--- config.mk ---
export PLATFORM = sky130hd
export DESIGN_NAME = bmp_rle_span_decoder
export DESIGN_NICKNAME = d
export VERILOG_FILES = /design/src/hw/rtl/brsd_pkg.sv /design/src/hw/rtl/brsd_geom.sv /design/src/hw/rtl/brsd_parse.sv /design/src/hw/rtl/bmp_rle_span_decoder.sv
export SDC_FILE = /design/constraint.sdc
export NUM_CORES = 2
export LEC_CHECK = 0
export BUFFER_PORTS_ARGS = -buffer_cell sky130_fd_sc_hd__buf_2
export CORE_MARGIN = 5
export CORE_UTILIZATION = 35
export DETAILED_ROUTE_END_ITERATION = 12
export GPL_TIMING_DRIVEN = 0
export MAX_ROUTING_LAYER = met4
export PLACE_DENSITY = 0.5
export SLEW_MARGIN = 20
export SYNTH_ARGS = -nofsm -noshare
export SYNTH_HDL_FRONTEND = slang
export SYNTH_SLANG_ARGS = --single-unit
--- constraint.sdc ---
create_clock -name clk -period 8.25 [get_ports clk]
set_input_delay 0.4125 -clock clk [delete_from_list [all_inputs] [get_ports clk]]
set_output_delay 0.4125 -clock clk [all_outputs]
set_load 0.02 [all_outputs]
--- src/hw/rtl/brsd_pkg.sv ---
// ----------------------------------------------------------------------------
// brsd_pkg
// shared types, codes and constants of the bmp rle span decoder
// ----------------------------------------------------------------------------
`default_nettype none

package brsd_pkg;

	// bitmap side bound, registers are clamped to one below it
	localparam int MAX_SIDE = 16384;
	localparam int SIDE_W   = 14;
	localparam int ADDR_W   = 28;
	localparam int BASE_W   = 30;
	localparam int COL_W    = 24;

	// low nibble of a pixel byte
	localparam logic [7:0] NIB_MASK = 8'h0F;

	// escape codes following a zero count byte
	localparam logic [7:0] ESC_EOL   = 8'd0;
	localparam logic [7:0] ESC_EOB   = 8'd1;
	localparam logic [7:0] ESC_DELTA = 8'd2;

	// register indexes
	typedef enum logic [1:0] {
		REG_NIBBLE = 2'd0,
		REG_WIDTH  = 2'd1,
		REG_HEIGHT = 2'd2
	} brsd_reg_t;

	typedef struct packed {
		logic [7:0] data_byte;
		logic       stream_end;
	} brsd_in_t;

	typedef struct packed {
		logic              span_valid;
		logic [ADDR_W-1:0] span_start;
		logic [7:0]        span_length;
		logic [7:0]        first_index;
		logic [7:0]        second_index;
		logic              clipped;
		logic              finished;
		logic              failed;
	} brsd_out_t;

	// geometry handed from the register block to the parser
	typedef struct packed {
		logic                     nibble_mode;
		logic [SIDE_W-1:0]        side_w;
		logic signed [BASE_W-1:0] base0;
		logic [ADDR_W-1:0]        total;
		logic                     busy;
		logic                     reload;
	} brsd_geom_t;

	function automatic logic [SIDE_W-1:0] side_clamp(input logic [SIDE_W-1:0] v);
		if ({{(32-SIDE_W){1'b0}}, v} > 32'(MAX_SIDE - 1))
			return SIDE_W'(MAX_SIDE - 1);
		else
			return v;
	endfunction

endpackage

`default_nettype wire

--- src/hw/rtl/brsd_geom.sv ---
// ----------------------------------------------------------------------------
// brsd_geom
// configuration registers and registered bitmap geometry products
// ----------------------------------------------------------------------------
`default_nettype none

module brsd_geom
	import brsd_pkg::*;
(
	input  wire logic              clk,
	input  wire logic              arst_n,
	input  wire logic              cfg_valid,
	output logic                   cfg_ready,
	input  wire logic [1:0]        cfg_index,
	input  wire logic [SIDE_W-1:0] cfg_data,
	output brsd_geom_t             geom
);

	logic                     nibble_q;
	logic [SIDE_W-1:0]        width_q;
	logic [SIDE_W-1:0]        height_q;
	logic                     pend_q;
	logic                     load_q;
	logic signed [BASE_W-1:0] base0_q;
	logic [ADDR_W-1:0]        total_q;

	logic signed [SIDE_W+1:0] hm1;
	logic signed [2*SIDE_W+2:0] base_prod;
	logic [2*SIDE_W-1:0]      total_prod;
	logic                     wr_hit;

	assign cfg_ready = 1'b1;

	always_comb begin
		hm1        = $signed({2'b00, height_q}) - (SIDE_W+2)'(1);
		base_prod  = hm1 * $signed({1'b0, width_q});
		total_prod = (2*SIDE_W)'(height_q) * (2*SIDE_W)'(width_q);
		case (cfg_index)
			REG_NIBBLE, REG_WIDTH, REG_HEIGHT: wr_hit = cfg_valid;
			default:                           wr_hit = 1'b0;
		endcase
	end

	always_ff @(posedge clk or negedge arst_n) begin
		if (!arst_n) begin
			nibble_q <= 1'b0;
			width_q  <= SIDE_W'(1);
			height_q <= SIDE_W'(1);
			pend_q   <= 1'b0;
			load_q   <= 1'b0;
			base0_q  <= '0;
			total_q  <= ADDR_W'(1);
		end else begin
			if (cfg_valid) begin
				case (cfg_index)
					REG_NIBBLE: nibble_q <= cfg_data[0];
					REG_WIDTH:  width_q  <= side_clamp(cfg_data);
					REG_HEIGHT: height_q <= side_clamp(cfg_data);
					default: ;
				endcase
			end
			// products are registered once pend_q follows a write, parser reloads on load_q
			pend_q <= wr_hit;
			load_q <= pend_q;
			if (pend_q) begin
				base0_q <= base_prod[BASE_W-1:0];
				total_q <= total_prod[ADDR_W-1:0];
			end
		end
	end

	always_comb begin
		geom.nibble_mode = nibble_q;
		geom.side_w      = width_q;
		geom.base0       = base0_q;
		geom.total       = total_q;
		geom.busy        = pend_q | load_q | wr_hit;
		geom.reload      = load_q;
	end

endmodule

`default_nettype wire

--- src/hw/rtl/brsd_parse.sv ---
// ----------------------------------------------------------------------------
// brsd_parse
// byte parser, cursor update, span clipping and result register
// ----------------------------------------------------------------------------
`default_nettype none

module brsd_parse
	import brsd_pkg::*;
(
	input  wire logic       clk,
	input  wire logic       arst_n,
	input  wire brsd_geom_t geom,
	input  wire logic       code_valid,
	output logic            code_ready,
	input  wire brsd_in_t   code_item,
	output logic            result_valid,
	input  wire logic       result_ready,
	output brsd_out_t       result
);

	typedef enum logic [2:0] {
		P_COUNT,
		P_RUNPIX,
		P_ESCAPE,
		P_DX,
		P_DY,
		P_ABS,
		P_PAD
	} phase_t;

	localparam int SUM_W = BASE_W + 1;
	localparam logic signed [SUM_W-1:0] ROW_FLOOR = -(SUM_W'(1) <<< (BASE_W - 1));

	// input stage and decoder state
	logic                     vld_s1;
	brsd_in_t                 item_s1;
	phase_t                   phase_q;
	logic [7:0]               run_left_q;
	logic                     pad_q;
	logic [7:0]               run_count_q;
	logic signed [BASE_W-1:0] row_q;
	logic [COL_W-1:0]         col_q;
	logic                     res_valid_q;
	brsd_out_t                res_q;

	logic       adv;
	logic       fire;
	logic [7:0] b;
	logic [7:0] lo_b;
	logic [8:0] b_inc;
	logic [7:0] nib_a;
	logic [7:0] nib_b;
	logic       last;
	logic       done;
	logic       span_req;
	logic [7:0] span_len;
	logic [7:0] idx_a;
	logic [7:0] idx_b;
	logic [7:0] abs_n;
	logic       col_en;
	logic       col_clr;
	logic       row_en;
	logic       res_en;

	phase_t     phase_n;
	logic [7:0] run_left_n;
	logic       pad_n;
	logic [7:0] run_count_n;

	logic [7:0]              rows;
	logic [SIDE_W+7:0]       row_prod;
	logic signed [SUM_W-1:0] row_sub;
	logic [BASE_W-1:0]       row_sat;
	logic [7:0]              col_step;
	logic [COL_W:0]          col_sum;
	logic [COL_W-1:0]        col_sat;

	logic signed [SUM_W-1:0] addr_a;
	logic signed [SUM_W-1:0] addr_e;
	logic signed [SUM_W-1:0] lo_v;
	logic signed [SUM_W-1:0] hi_v;
	logic signed [SUM_W-1:0] tot;
	logic [SUM_W-1:0]        diff;
	logic                    span_ok;
	logic                    swap;
	brsd_out_t               res_n;

	assign adv        = !res_valid_q || result_ready;
	assign fire       = vld_s1 && adv;
	assign code_ready = !geom.busy && (!vld_s1 || adv);

	always_comb begin
		b     = item_s1.data_byte;
		last  = item_s1.stream_end;
		lo_b  = b & NIB_MASK;
		b_inc = {1'b0, b} + 9'd1;
		nib_a = {4'b0000, b[7:4]};
		nib_b = lo_b;

		phase_n     = phase_q;
		run_left_n  = run_left_q;
		pad_n       = pad_q;
		run_count_n = run_count_q;
		done        = 1'b0;
		span_req    = 1'b0;
		span_len    = 8'd0;
		col_en      = 1'b0;
		col_clr     = 1'b0;
		row_en      = 1'b0;
		idx_a       = geom.nibble_mode ? nib_a : b;
		idx_b       = geom.nibble_mode ? nib_b : b;
		abs_n       = (geom.nibble_mode && run_left_q >= 8'd2) ? 8'd2 : 8'd1;

		case (phase_q)
			P_RUNPIX: begin
				span_req = 1'b1;
				span_len = run_count_q;
				phase_n  = P_COUNT;
			end
			P_ESCAPE: begin
				case (b)
					ESC_EOL: begin
						col_clr = 1'b1;
						row_en  = 1'b1;
						phase_n = P_COUNT;
					end
					ESC_EOB:   done    = 1'b1;
					ESC_DELTA: phase_n = P_DX;
					default: begin
						run_left_n = b;
						// absolute runs are padded to an even byte count
						pad_n      = geom.nibble_mode ? b_inc[1] : b[0];
						phase_n    = P_ABS;
					end
				endcase
			end
			P_DX: begin
				col_en  = 1'b1;
				phase_n = P_DY;
			end
			P_DY: begin
				row_en  = 1'b1;
				phase_n = P_COUNT;
			end
			P_ABS: begin
				span_req   = 1'b1;
				span_len   = abs_n;
				run_left_n = (run_left_q > abs_n) ? run_left_q - abs_n : 8'd0;
				if (run_left_n == 8'd0)
					phase_n = pad_q ? P_PAD : P_COUNT;
			end
			P_PAD: begin
				pad_n   = 1'b0;
				phase_n = P_COUNT;
			end
			default: begin
				if (b != 8'd0) begin
					run_count_n = b;
					phase_n     = P_RUNPIX;
				end else begin
					phase_n = P_ESCAPE;
				end
			end
		endcase

		// row move: one row for end of line, delta rows otherwise
		rows     = (phase_q == P_ESCAPE) ? 8'd1 : b;
		row_prod = (SIDE_W+8)'(rows) * (SIDE_W+8)'(geom.side_w);
		row_sub  = $signed({row_q[BASE_W-1], row_q})
			- $signed({{(SUM_W-SIDE_W-8){1'b0}}, row_prod});
		row_sat  = (row_sub < ROW_FLOOR) ? ROW_FLOOR[BASE_W-1:0] : row_sub[BASE_W-1:0];

		// column advance saturates
		col_step = span_req ? span_len : b;
		col_sum  = {1'b0, col_q} + {{(COL_W-7){1'b0}}, col_step};
		col_sat  = col_sum[COL_W] ? '1 : col_sum[COL_W-1:0];

		// clip the span to the whole bitmap range
		addr_a  = $signed({row_q[BASE_W-1], row_q}) + $signed({{(SUM_W-COL_W){1'b0}}, col_q});
		addr_e  = addr_a + $signed({{(SUM_W-8){1'b0}}, span_len});
		tot     = $signed({{(SUM_W-ADDR_W){1'b0}}, geom.total});
		lo_v    = addr_a[SUM_W-1] ? '0 : addr_a;
		hi_v    = (addr_e > tot) ? tot : addr_e;
		span_ok = hi_v > lo_v;
		diff    = hi_v - lo_v;
		// odd number dropped at the front swaps the alternating indices
		swap    = lo_v[0] ^ addr_a[0];

		res_n = '0;
		if (span_req && span_ok) begin
			res_n.span_valid   = 1'b1;
			res_n.span_start   = lo_v[ADDR_W-1:0];
			res_n.span_length  = diff[7:0];
			res_n.first_index  = swap ? idx_b : idx_a;
			res_n.second_index = swap ? idx_a : idx_b;
		end
		res_n.clipped  = span_req && (!span_ok || diff != {{(SUM_W-8){1'b0}}, span_len});
		res_n.finished = done;
		res_n.failed   = last && !done;
		res_en         = span_req || done || last;
	end

	always_ff @(posedge clk or negedge arst_n) begin
		if (!arst_n) begin
			vld_s1      <= 1'b0;
			phase_q     <= P_COUNT;
			run_left_q  <= 8'd0;
			pad_q       <= 1'b0;
			run_count_q <= 8'd0;
			row_q       <= '0;
			col_q       <= '0;
			res_valid_q <= 1'b0;
		end else begin
			// a fired item leaves the stage even while the input is held off
			if (code_ready)
				vld_s1 <= code_valid;
			else if (fire)
				vld_s1 <= 1'b0;
			if (adv)
				res_valid_q <= fire && res_en;
			if (geom.reload || (fire && (done || last))) begin
				phase_q     <= P_COUNT;
				run_left_q  <= 8'd0;
				pad_q       <= 1'b0;
				run_count_q <= 8'd0;
				row_q       <= geom.base0;
				col_q       <= '0;
			end else if (fire) begin
				phase_q     <= phase_n;
				run_left_q  <= run_left_n;
				pad_q       <= pad_n;
				run_count_q <= run_count_n;
				if (row_en)
					row_q <= row_sat;
				if (col_clr)
					col_q <= '0;
				else if (col_en || span_req)
					col_q <= col_sat;
			end
		end
	end

	always_ff @(posedge clk) begin
		if (code_ready)
			item_s1 <= code_item;
		if (adv)
			res_q <= res_n;
	end

	assign result_valid = res_valid_q;
	assign result       = res_q;

	a_span_nonzero: assert property (@(posedge clk) disable iff (!arst_n)
		res_valid_q && res_q.span_valid |-> res_q.span_length != 8'd0)
		else $error("written span with zero length");

	a_span_in_range: assert property (@(posedge clk) disable iff (!arst_n)
		res_valid_q && res_q.span_valid |->
			({1'b0, res_q.span_start} + (ADDR_W+1)'(res_q.span_length))
				<= {1'b0, geom.total})
		else $error("span reaches past the bitmap");

	a_end_exclusive: assert property (@(posedge clk) disable iff (!arst_n)
		res_valid_q |-> !(res_q.finished && res_q.failed))
		else $error("finished and failed together");

	a_result_taken: assert property (@(posedge clk) disable iff (!arst_n)
		fire && res_en |=> res_valid_q)
		else $error("result of an item lost");

	a_restart_col: assert property (@(posedge clk) disable iff (!arst_n)
		fire && (done || last) |=> col_q == '0 && phase_q == P_COUNT)
		else $error("cursor not restarted after end of stream");

endmodule

`default_nettype wire

--- src/hw/rtl/bmp_rle_span_decoder.sv ---
// ----------------------------------------------------------------------------
// bmp_rle_span_decoder
// decodes a bmp rle8/rle4 byte stream into clipped pixel spans
// ----------------------------------------------------------------------------
// usage
//   code channel   : one compressed byte per item, with a last-byte mark
//   result channel : one span item per pixel-carrying byte, end of bitmap or
//                    last byte; other bytes only move the cursor
//   cfg channel    : index 0 nibble mode, 1 width, 2 height; always ready,
//                    higher indexes are ignored
// throughput: one byte per cycle while results are taken and no register
//   write is pending; the cursor update and clip is one short combinational
//   step between the input stage and the result register
// a register write holds code_ready low in its own cycle and while pend_q and
//   load_q are set, as the row base (height-1)*width and the pixel count
//   width*height are registered; then the cursor restarts at the top stored row
// reset: width and height are 1, rle8 mode, cursor at address 0
// a stalled result register stops the parser; a byte is still taken into an
//   empty input stage, after that code_ready drops until the result is taken
// ----------------------------------------------------------------------------
`default_nettype none

module bmp_rle_span_decoder
	import brsd_pkg::*;
(
	input  wire logic              clk,
	input  wire logic              arst_n,
	// compressed bytes
	input  wire logic              code_valid,
	output logic                   code_ready,
	input  wire brsd_in_t          code_item,
	// decoded spans
	output logic                   result_valid,
	input  wire logic              result_ready,
	output brsd_out_t              result,
	// register writes
	input  wire logic              cfg_valid,
	output logic                   cfg_ready,
	input  wire logic [1:0]        cfg_index,
	input  wire logic [SIDE_W-1:0] cfg_data
);

	// geometry and reload control from the register block
	brsd_geom_t geom;

	// register block: clamps sides and registers the two products
	brsd_geom u_geom (
		.clk       (clk),
		.arst_n    (arst_n),
		.cfg_valid (cfg_valid),
		.cfg_ready (cfg_ready),
		.cfg_index (cfg_index),
		.cfg_data  (cfg_data),
		.geom      (geom)
	);

	// parser: input stage, cursor state and result register
	brsd_parse u_parse (
		.clk          (clk),
		.arst_n       (arst_n),
		.geom         (geom),
		.code_valid   (code_valid),
		.code_ready   (code_ready),
		.code_item    (code_item),
		.result_valid (result_valid),
		.result_ready (result_ready),
		.result       (result)
	);

endmodule

`default_nettype wire
==> results.py <==
metrics = {
    "sta": {
        "rsz0062_at_grt": "yes",
        "holdWs_ns": 0.0284,
        "clock.fmax_ghz": 0.111,
        "tns_ns": -33.40,
        "fin_crit_sh_pct": 109,
        "tightest_slew_ns": 1.07,
        "timing.final.max_slew_violations": 0,
        "setup_viol": 50,
        "worst_slack_ns": -0.748,
        "period_needed_ns": 9.00,
        "finalHoldViolCount": 0,
        "relSlewSlack_pct": 28.9,
        "finClkSkew_ns": 0.0268,
    },
    "synth": {
        "synthDistinctLibCells": 96,
        "syn_area_sq_um": 34400,
        "syn_avg_cell_area_sq_um": 8.92,
        "synth_cells": 3850,
        "synthFlopType": "dfrtp_1",
        "syn_nets": 4638,
        "async_reset_ff_share_pct": 73.0,
        "ys_ff_latch": 226,
        "synth_edf_count": 61,
        "yosysWarnings": 0,
        "yosysSeqAreaShare_pct": 17.4,
    },
    "routing": {
        "wirelength_mm": 118,
        "antenna_left": 0,
        "drt-wirelength-per-cell_um": 22.0,
        "dr.first_iter.drc_count": 1781,
        "vias": 28000,
        "via_per_inst": 5.22,
        "drcViolationCount": 0,
        "drt_pass1_iterations": 5,
    },
    "worst_hold_path": {
        "worstHoldStart": "code_item[4]",
        "min_path_cells": 1,
        "worstHoldPathType": "in2reg",
        "hold_end": "u_parse.b[3]$_DFFE_PP_",
    },
    "cts": {
        "clock_sinks": 226,
        "clock_latency_ns": 0.57,
        "clk_path_buf_depth": 3,
        "cts_tree": "built",
        "cts_made_buffers": 34,
        "clkTransAtPathRegs_ns": 0.06,
        "root_buffer": "clkbuf_16",
        "cts.htree.levels": 2,
    },
    "final_layout": {
        "seq_area_sq_um": 5970,
        "final_cell_mix": "557 x inv_1, 452 x nand2_1, 420 x fa_1, 306 x ha_1, 186 x and2_1",
        "fin_nets": 4833,
        "fill_cells": 9906,
        "drive_gt1_share_pct": 14.7,
        "multi_input_area_sq_um": 26900,
        "area_growth_pct": 16.3,
        "layout_commonest_cell": "inv_1",
        "final_util_pct": 40.8,
    },
    "global_route": {
        "grt_overflow": 0,
        "grt_antenna_before_repair": 2,
        "grt.total_usage_pct": 23.2,
        "grt_pass1_wl_mm": 179,
        "grt_pass1_vias": 28800,
        "grt_start_max_net_pins": 63,
    },
    "setup_path": {
        "cp_data_required_time_ns": 8.68,
        "crit_type": "reg2reg",
        "start_kind": "register",
        "r2r_start": "u_parse.run_left_q[6]$_DFFE_PN0P_",
        "rr_endpoint": "u_parse.result[49]$_SDFFCE_PN0P_",
        "crit_buf_inv": 8,
        "r2r_setup_slack_ns": -0.75,
        "cp-end-kind": "register",
        "crit_path_max_incr_delay_ns": 0.57,
        "reg2regPathDepth": 44,
        "critical_path.slowest_cell": "or4_4",
        "critical-path-top-delay-family": "simple AND/OR/NAND/NOR gates",
        "cp.arrival_ns": 9.43,
        "crit_path_max_fanout": 5,
    },
    "floorplanning": {
        "initial_utilization_pct": 35.1,
        "rows": 115,
        "fp.dieArea_sq_um": 105000,
        "die_y_um": 323,
        "die_width_um": 323,
        "pin_count": 89,
        "core_sq_um": 97800,
    },
    "placement": {
        "dp_hpwl_mm": 94.7,
        "io_buffers": 87,
        "gp_congestion": 0.976,
    },
    "status": {
        "status": "finished with violations",
        "violations": "setup timing",
    },
    "job": {
        "max_cap_viol_count": 0,
    },
}
[worst register-to-register path, delay by kind of cell, from the launching register on]
family / cells / cell delay, ns
XOR/XNOR: 1 / 0.17
multiplexers: 1 / 0.33
AO/OA/AOI/OAI: 16 / 2.85
AND/OR/NAND/NOR: 14 / 3.03
flip-flops: 1 / 0.39
buffers and inverters: 8 / 1.14
adder cells (fa/ha/maj): 4 / 0.94
[sequential cells by signal, indices dropped and copies added, names as in the netlist, 8 cells and up]
signal / flops
u_parse.col_q: 24
u_parse.run_left_q: 8
u_geom.height_q: 14
u_geom.width_q: 14
u_parse.b: 8
u_parse.result: 52
u_geom.total_q: 28
u_geom.base0_q: 30
u_parse.row_q: 30
u_parse.run_count_q: 8
[what timing repair did]
| item | 4_1_cts | 5_1_grt |
|---|---|---|
| hold endpoints to repair | 41 | 0 |
| cloned | 5 | 2 |
| gates resized for setup | 199 | 173 |
| buffers inserted | 47 | 35 |
| hold buffers | 1 | 0 |
| pin swaps | 75 | 67 |
| setup endpoints to repair | 94 | 94 |
[Yosys cell counts, types with 7 or more instances]
cell | number | area [sq um]
a211o_1 | 9 | 78.8
a211oi_1 | 20 | 150
a21boi_0 | 7 | 52.6
a21o_1 | 78 | 586
a21oi_1 | 161 | 806
a22oi_1 | 21 | 158
a31oi_1 | 23 | 144
and2_1 | 186 | 1160
and3_1 | 85 | 532
buf_1 | 9 | 33.8
buf_4 | 7 | 52.6
clkbuf_1 | 169 | 634
dfrtp_1 | 162 | 4050
edfxtp_1 | 61 | 1830
fa_1 | 425 | 8510
ha_1 | 333 | 4170
inv_1 | 561 | 2110
mux2_2 | 73 | 822
mux2_4 | 8 | 120
mux2i_1 | 28 | 280
nand2_1 | 459 | 1720
nand2b_1 | 41 | 257
nand3_1 | 49 | 245
nand4_1 | 22 | 138
nor2_1 | 159 | 597
nor2b_1 | 43 | 269
nor3_1 | 52 | 260
nor3b_1 | 8 | 60.1
nor4_1 | 16 | 100
o211ai_1 | 14 | 105
o21a_1 | 31 | 233
o21ai_0 | 139 | 696
o21ai_1 | 9 | 45.0
o21bai_1 | 23 | 173
o31ai_1 | 18 | 135
or2_2 | 13 | 81.3
or3_1 | 18 | 113
xnor2_1 | 124 | 1090
xor2_1 | 52 | 455
[worst max path at each step]
stage / from / endpoint / slack (ns) / cells after the start
2_1_floorplan: u_parse.run_left_q[4]$_DFFE_PN0P_ / u_parse.result[2]$_DFFE_PP_ / -0.07 / 40
3_3_place_gp: u_parse.run_left_q[4]$_DFFE_PN0P_ / u_parse.result[38]$_SDFFCE_PN0P_ / -2.02 / 42
3_5_place_dp: u_parse.run_left_q[4]$_DFFE_PN0P_ / u_parse.result[2]$_DFFE_PP_ / -1.98 / 42
4_1_cts: u_parse.run_left_q[4]$_DFFE_PN0P_ / u_parse.result[2]$_DFFE_PP_ / -0.77 / 40
5_1_grt: u_parse.run_left_q[6]$_DFFE_PN0P_ / u_parse.result[2]$_DFFE_PP_ / -1.16 / 43
6_report: u_parse.run_left_q[6]$_DFFE_PN0P_ / u_parse.result[49]$_SDFFCE_PN0P_ / -0.75 / 44
[cell families after synthesis]
family                   synth area share (%)
AND/OR/NAND/NOR                          16.9
adder cells (fa/ha/maj)                  36.9
buffers and inverters                    8.42
AO/OA/AOI/OAI                            12.2
flip-flops                               17.4
XOR/XNOR                                 4.63
multiplexers                             3.56
other                                  0.0109
[cell type report]
class | instances | area share [%]
Multi-Input combinational cell | 2869 | 67.4
Sequential cell | 226 | 15.0
Inverter | 562 | 5.29
Tap cell | 1287 | 4.03
Timing Repair Buffer | 177 | 3.18
Clock buffer | 45 | 2.39
Buffer | 175 | 2.17
Clock inverter | 17 | 0.564
Antenna cell | 4 | 0.0251
[stage by stage]
| step | worst slack [ns] | instance area (sq um) | std cells |
|---|---|---|---|
| 2_1_floorplan | -0.0717 | 34400 | 3850 |
| 3_3_place_gp | -2.02 | 36500 | 5224 |
| 4_1_cts | -0.772 | 39000 | 5333 |
| 6_report | -0.748 | 39900 | 5362 |
| 5_1_grt | -1.16 | 39900 | 5358 |
| 3_5_place_dp | -1.98 | 36600 | 5227 |
[metal layers]
layer  vias to the layer above  share of wire, %  GRT usage [%]
li1                      13100                 -              -
met1                     14100                43           29.4
met2                       704                49           39.2
met3                       172               4.5           2.40
met4                         0               3.6           7.29
met5                         -                 0              -
Power is not shown: default switching activity piles up to over one toggle a cycle in this logic, so the estimate is an artifact.
